`src/rtl/rgbhsl_pkg.sv`:
```
// Shared constants and types for the RGB to HSL converter.
// No dependencies; imported by rgb_to_hsl_core.
package rgbhsl_pkg;

  localparam int CHAN_W       = 8;   // one color channel
  localparam int FIELD_W      = 15;  // hue, saturation and luminance ports
  localparam int SUM_W        = 9;   // max + min, up to 510
  localparam int HNUM_W       = 17;  // hue numerator, up to 360 * 255
  localparam int SNUM_W       = 15;  // 100 * d, up to 25500
  localparam int ARITH_W      = 18;  // working width for the hue numerator
  localparam int HUE_INT_W    = 9;   // integer bits of hue, up to 360
  localparam int PCT_INT_W    = 7;   // integer bits of a percentage, up to 100

  localparam int HUE_FRAC_DEF = 6;
  localparam int PCT_FRAC_DEF = 8;

  localparam logic [SUM_W-1:0] SUM_HALF    = 9'd255;
  localparam logic [SUM_W-1:0] SUM_FULL    = 9'd510;
  localparam logic [SUM_W-1:0] LUM_DIVISOR = 9'd510;

  // luminance remainder term: halved product under 2^17, then divide by 255
  // as a multiply by ceil(2^26 / 255) and a shift, exact for that range
  localparam int                      LUM_HALF_W  = 2 * SUM_W - 1;
  localparam int                      LUM_RECIP_W = 19;
  localparam logic [LUM_RECIP_W-1:0]  LUM_RECIP   = 19'd263173;
  localparam int                      LUM_SHIFT   = 26;

  typedef logic [CHAN_W-1:0]  chan_t;
  typedef logic [FIELD_W-1:0] field_t;

endpackage

```
`src/rtl/rgbhsl_div.sv`:
```
// Pipelined restoring divider, one quotient bit per register stage.
// Standalone; instanced by rgb_to_hsl_core. Quotient must fit in QW bits.
module rgbhsl_div #(
  parameter int RW = 33,  // dividend width, at least DW + QW - 1
  parameter int DW = 9,   // divisor width
  parameter int QW = 15   // quotient width, one stage per bit
) (
  input  logic          clk,
  input  logic [RW-1:0] num,
  input  logic [DW-1:0] den,
  output logic [QW-1:0] quo
);

  logic [RW-1:0] rem [QW];
  logic [DW-1:0] dsr [QW];
  logic [QW-1:0] qacc [QW+1];

  assign rem[0]  = num;
  assign dsr[0]  = den;
  assign qacc[0] = '0;

  for (genvar k = 0; k < QW; k++) begin : g_stage
    localparam int SH = QW - 1 - k;
    logic [RW-1:0] trial;
    logic          ge;
    logic [QW-1:0] q_next;

    always_comb begin
      trial      = RW'(dsr[k]) << SH;
      ge         = (rem[k] >= trial);
      q_next     = qacc[k];
      q_next[SH] = ge;
    end

    always_ff @(posedge clk) begin
      qacc[k+1] <= q_next;
    end

    if (k < QW - 1) begin : g_carry
      // subtract the shifted divisor when it fits, else hold the remainder
      always_ff @(posedge clk) begin
        rem[k+1] <= ge ? (rem[k] - trial) : rem[k];
        dsr[k+1] <= dsr[k];
      end
    end
  end

  assign quo = qacc[QW];

endmodule

```
`src/rtl/rgb_to_hsl_core.sv`:
```
// RGB to HSL converter, top level: extremes, numerators, divider lanes.
// Depends on rgbhsl_pkg and rgbhsl_div.
//
// Usage
//   Request channel: drive red, green and blue and raise start. A request is
//   taken at every rising edge where start is high and busy is low. busy is
//   high only while rst is high, so outside reset a new pixel is taken every
//   clock.
//   Result channel: done is high for exactly one cycle per request, with hue,
//   saturation and luminance valid in that same cycle. Results leave in
//   request order. The receiver cannot stall the block, and the block never
//   needs it to: nothing inside waits on the result side.
//   Pipeline: capture, extremes and numerator stages, the divider stages and
//   the output register. The quotients are QW bits wide, where
//   QW = max(9 + HUE_FRAC_BITS, 7 + PERCENT_FRAC_BITS). The depth is set by
//   the restoring dividers for hue and saturation, which resolve one quotient
//   bit per register stage. Luminance divides by the constant 510 with a
//   reciprocal multiply and rides a delay line matched to the dividers.
//   Throughput: one pixel per clock outside reset.
//   Reset: synchronous rst clears every valid bit in the pipeline; requests
//   in flight are dropped and no done pulse follows for them.
//   Outputs: grey pixels give hue 0 and saturation 0. The exact quotients
//   never pass 360 degrees or 100 percent, so no clamp stage is needed;
//   each field keeps its low 15 bits.
module rgb_to_hsl_core #(
  parameter int HUE_FRAC_BITS     = rgbhsl_pkg::HUE_FRAC_DEF,
  parameter int PERCENT_FRAC_BITS = rgbhsl_pkg::PCT_FRAC_DEF
) (
  input  logic                clk,
  input  logic                rst,
  input  logic                start,
  output logic                busy,
  input  rgbhsl_pkg::chan_t   red,
  input  rgbhsl_pkg::chan_t   green,
  input  rgbhsl_pkg::chan_t   blue,
  output logic                done,
  output rgbhsl_pkg::field_t  hue,
  output rgbhsl_pkg::field_t  saturation,
  output rgbhsl_pkg::field_t  luminance
);
  import rgbhsl_pkg::*;

  localparam int FRAC_MAX = (HUE_FRAC_BITS > PERCENT_FRAC_BITS) ?
                            HUE_FRAC_BITS : PERCENT_FRAC_BITS;
  localparam int QW = (HUE_INT_W + HUE_FRAC_BITS > PCT_INT_W + PERCENT_FRAC_BITS) ?
                      HUE_INT_W + HUE_FRAC_BITS : PCT_INT_W + PERCENT_FRAC_BITS;
  localparam int NUM_W = HNUM_W + FRAC_MAX;
  localparam int RW = (SUM_W + QW > NUM_W) ? SUM_W + QW : NUM_W;
  localparam int LAT = QW + 4;
  // split 100 * 2^P as 510 * LUM_A + LUM_B: luminance is sum * LUM_A plus
  // floor(sum * LUM_B / 510), and the second term stays below 510
  localparam int LUM_SCALE = 100 << PERCENT_FRAC_BITS;
  localparam int LUM_A     = LUM_SCALE / int'(LUM_DIVISOR);
  localparam int LUM_B     = LUM_SCALE % int'(LUM_DIVISOR);
  localparam int LPROD_W   = LUM_HALF_W + LUM_RECIP_W;

  // which channel holds the maximum; ties go red, then green, then blue
  typedef enum logic [1:0] {
    SEL_RED,
    SEL_GREEN,
    SEL_BLUE
  } maxsel_t;

  logic accept;
  assign busy   = rst;
  assign accept = start && !busy;

  // ---------------- stage 1: capture the request ----------------
  logic  s1_valid;
  chan_t s1_red, s1_green, s1_blue;

  always_ff @(posedge clk) begin
    if (rst) begin
      s1_valid <= 1'b0;
    end else begin
      s1_valid <= accept;
    end
    s1_red   <= red;
    s1_green <= green;
    s1_blue  <= blue;
  end

  // ---------------- stage 2: extremes, spread and sum ----------------
  maxsel_t             sel_next;
  chan_t               max_next, min_rg, min_next;
  logic                s2_valid;
  chan_t               s2_red, s2_green, s2_blue, s2_delta;
  logic [SUM_W-1:0]    s2_sum;
  maxsel_t             s2_sel;

  always_comb begin
    if (s1_red >= s1_green && s1_red >= s1_blue) begin
      sel_next = SEL_RED;
      max_next = s1_red;
    end else if (s1_green >= s1_blue) begin
      sel_next = SEL_GREEN;
      max_next = s1_green;
    end else begin
      sel_next = SEL_BLUE;
      max_next = s1_blue;
    end
    min_rg   = (s1_red < s1_green) ? s1_red : s1_green;
    min_next = (min_rg < s1_blue) ? min_rg : s1_blue;
  end

  always_ff @(posedge clk) begin
    if (rst) begin
      s2_valid <= 1'b0;
    end else begin
      s2_valid <= s1_valid;
    end
    s2_red   <= s1_red;
    s2_green <= s1_green;
    s2_blue  <= s1_blue;
    s2_sel   <= sel_next;
    s2_delta <= max_next - min_next;
    s2_sum   <= SUM_W'(max_next) + SUM_W'(min_next);
  end

  // ---------------- stage 3: numerators and divisors ----------------
  logic [ARITH_W-1:0]   r_w, g_w, b_w, d_w, hnum_w;
  logic [SUM_W-1:0]     sden_next;
  logic [2*SUM_W-1:0]   lum_prod_next;
  logic                 s3_valid, s3_grey;
  logic [RW-1:0]        s3_hue_num, s3_sat_num;
  logic [SUM_W-1:0]     s3_hue_den, s3_sat_den;
  logic [QW-1:0]        s3_lum_base;
  logic [LUM_HALF_W-1:0] s3_lum_half;

  always_comb begin
    r_w = ARITH_W'(s2_red);
    g_w = ARITH_W'(s2_green);
    b_w = ARITH_W'(s2_blue);
    d_w = ARITH_W'(s2_delta);
    // each arm is nonnegative and below 2^17; wrap in the wider width is harmless
    unique case (s2_sel)
      SEL_RED:   hnum_w = (s2_green >= s2_blue) ?
                          ARITH_W'(60) * (g_w - b_w) :
                          ARITH_W'(360) * d_w - ARITH_W'(60) * (b_w - g_w);
      SEL_GREEN: hnum_w = ARITH_W'(120) * d_w + ARITH_W'(60) * b_w - ARITH_W'(60) * r_w;
      SEL_BLUE:  hnum_w = ARITH_W'(240) * d_w + ARITH_W'(60) * r_w - ARITH_W'(60) * g_w;
      default:   hnum_w = '0;
    endcase
    // fold the saturation divisor above mid-grey
    sden_next = (s2_sum <= SUM_HALF) ? s2_sum : (SUM_FULL - s2_sum);
    // remainder product for luminance, below 510 * 510
    lum_prod_next = (2*SUM_W)'(s2_sum) * (2*SUM_W)'(LUM_B);
  end

  always_ff @(posedge clk) begin
    if (rst) begin
      s3_valid <= 1'b0;
    end else begin
      s3_valid <= s2_valid;
    end
    s3_grey     <= (s2_delta == '0);
    s3_hue_num  <= RW'(hnum_w[HNUM_W-1:0]) << HUE_FRAC_BITS;
    s3_sat_num  <= RW'(SNUM_W'(s2_delta) * SNUM_W'(100)) << PERCENT_FRAC_BITS;
    s3_hue_den  <= SUM_W'(s2_delta);
    s3_sat_den  <= sden_next;
    s3_lum_base <= QW'(s2_sum) * QW'(LUM_A);
    // halve first: floor(z / 510) is floor(floor(z / 2) / 255)
    s3_lum_half <= lum_prod_next[2*SUM_W-1:1];
  end

  // ---------------- divider lanes, QW stages ----------------
  logic [QW-1:0] hue_q, sat_q, lum_q;

  rgbhsl_div #(.RW(RW), .DW(SUM_W), .QW(QW)) u_hue_div (
    .clk (clk),
    .num (s3_hue_num),
    .den (s3_hue_den),
    .quo (hue_q)
  );

  rgbhsl_div #(.RW(RW), .DW(SUM_W), .QW(QW)) u_sat_div (
    .clk (clk),
    .num (s3_sat_num),
    .den (s3_sat_den),
    .quo (sat_q)
  );

  // luminance: reciprocal multiply for the /255, then hold for the divider depth
  logic [LPROD_W-1:0] lum_frac_prod;
  logic [QW-1:0]      lum_frac;
  logic [QW-1:0]      lum_pipe [QW];

  always_comb begin
    lum_frac_prod = LPROD_W'(s3_lum_half) * LPROD_W'(LUM_RECIP);
    lum_frac      = QW'(lum_frac_prod >> LUM_SHIFT);
  end

  always_ff @(posedge clk) begin
    lum_pipe[0] <= s3_lum_base + lum_frac;
    for (int k = 1; k < QW; k++) begin
      lum_pipe[k] <= lum_pipe[k-1];
    end
  end

  assign lum_q = lum_pipe[QW-1];

  // valid and grey flags advance alongside the divider stages
  logic [QW-1:0] vdly, gdly;

  always_ff @(posedge clk) begin
    if (rst) begin
      vdly <= '0;
    end else begin
      vdly <= {vdly[QW-2:0], s3_valid};
    end
    gdly <= {gdly[QW-2:0], s3_grey};
  end

  // ---------------- output register ----------------
  logic [QW+FIELD_W-1:0] hue_ext, sat_ext, lum_ext;

  always_comb begin
    hue_ext = {{FIELD_W{1'b0}}, hue_q};
    sat_ext = {{FIELD_W{1'b0}}, sat_q};
    lum_ext = {{FIELD_W{1'b0}}, lum_q};
  end

  always_ff @(posedge clk) begin
    if (rst) begin
      done <= 1'b0;
    end else begin
      done <= vdly[QW-1];
    end
    // drop the divider output for grey pixels: the hue divisor is zero there
    hue        <= gdly[QW-1] ? '0 : hue_ext[FIELD_W-1:0];
    saturation <= gdly[QW-1] ? '0 : sat_ext[FIELD_W-1:0];
    luminance  <= lum_ext[FIELD_W-1:0];
  end

  // ---------------- assertions ----------------
  a_req_gives_done: assert property (@(posedge clk) disable iff (rst)
    accept |-> ##LAT done)
    else $error("request did not produce a result after the pipeline latency");

  a_done_has_req: assert property (@(posedge clk) disable iff (rst)
    done |-> $past(accept, LAT))
    else $error("result strobe without a matching request");

  a_grey_zero: assert property (@(posedge clk) disable iff (rst)
    (accept && red == green && green == blue) |-> ##LAT (hue == '0 && saturation == '0))
    else $error("grey pixel gave nonzero hue or saturation");

  a_grey_flag: assert property (@(posedge clk) disable iff (rst)
    (s2_valid && s2_delta == '0) |=> (s3_valid && s3_grey))
    else $error("grey flag lost between extreme and numerator stages");

endmodule
```
`config.mk`:
```
export PLATFORM = sky130hd
export DESIGN_NAME = rgb_to_hsl_core
export DESIGN_NICKNAME = d
export VERILOG_FILES = /design/src/rtl/rgbhsl_pkg.sv /design/src/rtl/rgbhsl_div.sv /design/src/rtl/rgb_to_hsl_core.sv
export SDC_FILE = /design/constraint.sdc
export NUM_CORES = 2
export LEC_CHECK = 0
export BUFFER_PORTS_ARGS = -buffer_cell sky130_fd_sc_hd__buf_2
export CORE_MARGIN = 2
export CORE_UTILIZATION = 30
export CTS_CLUSTER_DIAMETER = 50
export DETAILED_ROUTE_END_ITERATION = 6
export PLACE_DENSITY = 0.5
export SKIP_LAST_GASP = 1
export SYNTH_ARGS = -nofsm -noshare
export SYNTH_HDL_FRONTEND = slang
export SYNTH_SLANG_ARGS = --single-unit
```
`constraint.sdc`:
```
create_clock -name clk -period 6.7 [get_ports clk]
set_input_delay 0.335 -clock clk [delete_from_list [all_inputs] [get_ports clk]]
set_output_delay 0.335 -clock clk [all_outputs]
set_load 0.1 [all_outputs]
```
After elaboration in Yosys (flattened, before gate mapping)
Memories as Yosys holds them, arrays and structs flattened. A register that Yosys moved wholly into a read port is not among the register bits.
Index checks and enable logic that the tools add are counted.
{"block": "classes", "n_eq_ne": 2, "n_mul": 12, "order_cmp": 37, "reduce_logical": 5, "muxes": 36, "add_sub_neg": 39}
{"op": "$mux 25", "count": 26}
{"op": "$mul 4x8->12 const A", "count": 5}
{"op": "$pmux 17 s3", "count": 1}
{"op": "$ge 25x10->1", "count": 2}
{"op": "$ge 25x11->1", "count": 2}
{"op": "$ge 25x12->1", "count": 2}
{"op": "$ge 25x13->1", "count": 2}
{"op": "$ge 25x14->1", "count": 2}
{"op": "$ge 25x15->1", "count": 2}
{"op": "$ge 25x16->1", "count": 2}
{"op": "$ge 25x17->1", "count": 2}
{"op": "$ge 25x18->1", "count": 2}
{"op": "$ge 25x19->1", "count": 2}
{"op": "$ge 25x20->1", "count": 2}
{"op": "$ge 25x21->1", "count": 2}
{"op": "$ge 25x9->1", "count": 2}
{"op": "$sub 25x10->25", "count": 2}
{"op": "$sub 25x11->25", "count": 2}
{"op": "$sub 25x12->25", "count": 2}
{"op": "$sub 25x13->25", "count": 2}
{"op": "$sub 25x14->25", "count": 2}
{"op": "$sub 25x15->25", "count": 2}
{"op": "$sub 25x16->25", "count": 2}
{"op": "$sub 25x17->25", "count": 2}
{"op": "41 further kinds", "count": 57}
{"block": "word_totals", "wordCells": 244, "in_bits": 27, "ram_bits": 225, "ff_bits": 1383, "n_memories": 1}
{"memory": "lum_pipe", "depth": 15, "word_bits": 15, "rd": 15, "rd_ports_with_merged_regs": 1, "write_ports": 15, "line_no": "rgb_to_hsl_core.sv:186", "rtl": "logic [QW-1:0] lum_pipe [QW];"}

Longest topological paths before layout
{"block": "logic_depth", "ltp_word": 5, "depth_mapped": 27, "mapped_depth_nobuf": 27}

Modules after synthesis
A second synthesis with hierarchy kept.
{"block": "hier_totals", "cells_unflattened": 6364, "hier_area_um2": 66799.1}
{"mod": "rgb_to_hsl_core", "cells_each": 2073, "seq_area_each_um2": 8508.2, "n_inst": 1, "area_each_um2": 22489.1}
{"mod": "rgbhsl_div at u_hue_div", "cells_each": 2156, "seq_area_each_um2": 11931.4, "n_inst": 1, "area_each_um2": 22155.0}
{"mod": "rgbhsl_div at u_sat_div", "cells_each": 2135, "seq_area_each_um2": 11931.4, "n_inst": 1, "area_each_um2": 22155.0}

Worst setup path after synthesis
No wires, ideal clock.
{"block": "synth_path", "path_kind": "reg-to-reg", "from": "register s2_green[1]", "to": "register s3_hue_num[22] (netlist name)", "path_stages_with_launch": 28, "arrival_time_ns": 5.832, "path_slack_ns": 0.747, "t_required_ns": 6.578, "cell_sequence": "dfxtp_1 -> inv_1 -> ha_1 -> nor2b_1 -> o21ai_0 -> nand2b_1 -> xnor2_1 -> inv_1 -> fa_1 -> inv_1 -> fa_1 -> inv_1 -> ha_1 -> a21oi_1 -> o21bai_1 -> a21oi_1 -> o21ai_0 -> a21o_1 -> a21oi_1 -> xor2_1 -> ha_1 -> and2_1 -> a31o_2 -> o31a_1 -> o21ai_0 -> nand2b_1 -> xnor2_1 -> a221o_1"}
{"block": "synth_via", "elab_chain_cells": 5, "elab_cells_between_ends": 10}
{"item": "from (decl)", "line_no": "rgb_to_hsl_core.sv:87", "rtl": "chan_t s2_red, s2_green, s2_blue, s2_delta;"}
{"item": "from (signal assigned)", "line_no": "rgb_to_hsl_core.sv:113", "rtl": "s2_green <= s1_green;"}
{"item": "$sub 8x8->9", "line_no": "rgb_to_hsl_core.sv:139", "rtl": "ARITH_W'(360) * d_w - ARITH_W'(60) * (b_w - g_w);"}
{"item": "$mul 4x18->15", "line_no": "rgb_to_hsl_core.sv:139"}
{"item": "$sub 17x17->17", "line_no": "rgb_to_hsl_core.sv:139"}
{"item": "$mux 17", "line_no": "rgb_to_hsl_core.sv:137", "rtl": "SEL_RED: hnum_w = (s2_green >= s2_blue) ?"}
{"item": "$pmux 17 s3 *", "line_no": "rgb_to_hsl_core.sv:136", "rtl": "unique case (s2_sel)"}
Mark *: on every way between the ends. The rest lies on a longest branch, timed or not.
A chain may end at the register's enable or synchronous reset.

Worst setup path in the final report
{"block": "layout_path", "from": "register s2_blue[0]", "to": "register s3_hue_num[22] (netlist name)"}
{"block": "layout_via", "elab_chain_cells": 5, "elab_cells_between_ends": 11}
{"item": "from (decl)", "line_no": "rgb_to_hsl_core.sv:87"}
{"item": "from (signal assigned)", "line_no": "rgb_to_hsl_core.sv:114", "rtl": "s2_blue <= s1_blue;"}
{"item": "$sub 8x8->9", "line_no": "rgb_to_hsl_core.sv:139"}
{"item": "$mul 4x18->15", "line_no": "rgb_to_hsl_core.sv:139"}
{"item": "$sub 17x17->17", "line_no": "rgb_to_hsl_core.sv:139"}
{"item": "$mux 17", "line_no": "rgb_to_hsl_core.sv:137"}
{"item": "$pmux 17 s3 *", "line_no": "rgb_to_hsl_core.sv:136"}
Marks and branches as above.

==> run summary <==
Yosys top cell area share: 0.463
I/O pin cnt: 74
Worst Skew: 0.0240 ns
Pins Over Slew Limit: 0
WL/cell: 13.1 um
Clock Path Buffers: 3
Post-route minimum period: 6.22 ns
Die Span Y: 453 um
Final Hold Vio Count: 0
Skew-Pair Late Insertion Delay: 0.79 ns
Global-route wire length before repair: 196 mm
Worst path arrival time: 6.89 ns
Initial antenna violation count: 0
Fillers: 19900
Post-synth EDFFs: 0
Area delta synth->final: 16.7%
Detailed Routing Iterations Pass 1: 5
CP delay by family, top: compound AO/OA/AOI/OAI gates
Mean Syn Cell Area: 10.3 sq um
Slew headroom: 0.168
Yosys cell types: 83
H-tree depth: 4
Max-cap violations: 0
CTS sink count: 1399
Outcome: complete, no violations
Synthesized area: 60500 sq um
Number of routed nets with antenna violations: 0
Crit path required time: 7.37 ns
WL final: 117 mm
Die area: 205000 sq um
Simple-Gate Fraction of Synth Area: 0.117
Drt drc: 0
Largest net degree at the start of global routing: 31
Grt ovf: 0
Synth Area in Adders: 0.180
Yosys Warn Count: 0
Seq/Total Area, Yosys: 0.463
Port buffer count: 73
Worst slew pin tran: 1.24 ns
Area occupied by multi-input gates: 29900 sq um
Largest area contributor in the netlist: dfxtp_1
Xor-xnor portion of the synthesized cell area: 0.0741
Core area: 200000 sq um
Startpoint Class: flip-flop
Initial drt markers: 1376
Vias in the first global route: 40700
Vias per cell: 4.39
Initial Utilization: 0.302
Compound-Gate Fraction of Synth Area: 0.104
Layout net count: 6922
Post-DP HPWL: 90.4 mm
Critical Path Most Common Cell: ha_1
Synth Instances: 5889
Setup Crit Path Kind: reg -> reg
Post-synth ARST share: 0
Fin Setup TNS: 0 ns
Clk root buf: clkbuf_16
Die width: 453 um
Clock tree from TritonCTS: yes
Syn nets: 6692
GRT Overall Usage: 0.115
Post-synthesis register bit count: 1399
Fin crit share: 0.928
Fmax: 161 MHz
CTS Buf Count: 175
Layout cells sized above 1: 0.0846
RSZ-0062 raised after global routing: no
Std-Cell Rows: 164
Buffers plus inverters on the worst setup path: 2
Clock-pin slew on the worst setup and hold paths: 0.06 ns
Slowest stage delay, CP: 0.49 ns
Largest family of logic cells by synthesized area: adder cells
CP max stage cell: fa_1
Synth area leaders: dfxtp_1 (46%), ha_1 (13%), fa_1 (5.2%), inv_1 (3.9%), xnor2_1 (3.9%)
Synth Flop Type: dfxtp_1
Gpl congestion: 0.849
Setup Viol. Count Final: 0
Worst-path maximum fanout: 6
FF/Latch Area: 28000 sq um
Vias: 39200
Crit end category: flip-flop
Multiplexer area fraction after synthesis: 0.0177
Worst Hold Class: in -> reg
==> final timing paths <==
| kind | to | startpoint | cells after the start | slack [ns] |
|---|---|---|---|---|
| worst max-delay path | s3_hue_num[22] | s2_blue[0] | 25 | 0.48 |
| worst min-delay path | s1_blue[5] | blue[5] | 2 | 0.18 |
| worst max register to register | s3_hue_num[22] | s2_blue[0] | 25 | 0.48 |
| worst min register to register | u_sat_div.g_stage[6].q_next[14] | u_sat_div.g_stage[5].q_next[14] | 0 | 0.32 |
==> cells in the final DEF, fill, tap and decap left out, types with 73 or more instances in the layout <==
cell / n
a21o_1: 97
nand2_1: 308
buf_2: 73
nor4_1: 84
xnor2_1: 268
nor2_1: 300
a21oi_1: 253
xor2_1: 242
inv_1: 628
nor3_1: 153
nand2b_1: 75
fa_1: 158
dfxtp_1: 1398
ha_1: 618
clkbuf_16: 179
nor2b_1: 134
o21ai_0: 310
==> layout make-up <==
class	count	share of cell area
sequential	1399	0.397
clock inverter	87	0.0162
antenna	1	0.0000354
inverter	628	0.0334
multi-input combinational	3785	0.423
tap	2656	0.0471
clock buffer	238	0.0711
timing repair buffer	130	0.0122
==> kinds of logic after synthesis <==
group | count (synthesis)
XOR/XNOR | 512
other | 1
buffers and inverters | 705
AND/OR/NAND/NOR | 1383
flip-flops | 1399
adder cells (fa/ha/maj) | 776
multiplexers | 99
AO/OA/AOI/OAI | 1014
==> synthesized netlist by cell type, types with 6 or more instances <==
cell	number
o31a_1	7
a21oi_1	253
o21ai_0	311
a21boi_0	37
and3_1	10
o21a_1	58
nor4_1	85
nand4_1	46
fa_1	158
nand4b_1	12
nor2_1	300
nor3b_1	6
o21bai_1	36
nand3_1	70
or4_1	22
o211ai_1	17
and2_1	15
nand3b_1	17
nand2_1	308
or3_1	65
or2_2	26
o31ai_1	45
a31oi_1	25
o41ai_1	9
mux2_2	65
nor4b_1	9
inv_1	628
a211o_1	9
dfxtp_1	1399
a211oi_1	37
a2111oi_0	6
nor2b_1	134
mux2i_1	34
a21o_1	97
nor3_1	153
xnor2_1	268
ha_1	618
xor2_1	244
nand2b_1	75
clkbuf_1	68
==> per-stage QoR <==
| stage | setup slack [ns] | cells | area (sq um) | util | hold slack, ns |
|---|---|---|---|---|---|
| 2_1_floorplan | 0.747 | 5889 | 60500 | - | 0.310 |
| 3_3_place_gp | 0.440 | 8571 | 64100 | 0.321 | 0.310 |
| 3_5_place_dp | 0.399 | 8571 | 64100 | 0.321 | 0.312 |
| 6_report | 0.482 | 8924 | 70600 | 0.353 | 0.175 |
| 5_1_grt | 0.0499 | 8923 | 70600 | 0.353 | 0.122 |
| 4_1_cts | 0.399 | 8923 | 70600 | 0.353 | 0.0919 |
==> metal layers <==
| layer | routed length (um) | global-route usage |
|---|---|---|
| met1 | 49900 | 0.127 |
| met2 | 59500 | 0.215 |
| met3 | 3580 | 0.0206 |
| met4 | 3940 | 0.0490 |
| met5 | 0 | 0 |
==> state kept, by name, summed over array words and instances, names as in the netlist, 105 cells and up, named ones only <==
register and count:
u_sat_div.g_stage.q_next 105, u_sat_div.rem 244, u_hue_div.rem 265, u_hue_div.g_stage.q_next 105
u_hue_div.dsr 111, u_sat_div.dsr 113, lum_pipe 225
==> what timing repair did <==
action | CTS | global route
gates resized for setup | 0 | 3
endpoints found under the hold margin | 40 | 0
setup buffers | 0 | 0
hold buffers | 27 | 0
endpoints found under the setup margin | 0 | 1
Power is not shown: default switching activity piles up to over one toggle a cycle in this logic, so the estimate is an artifact.
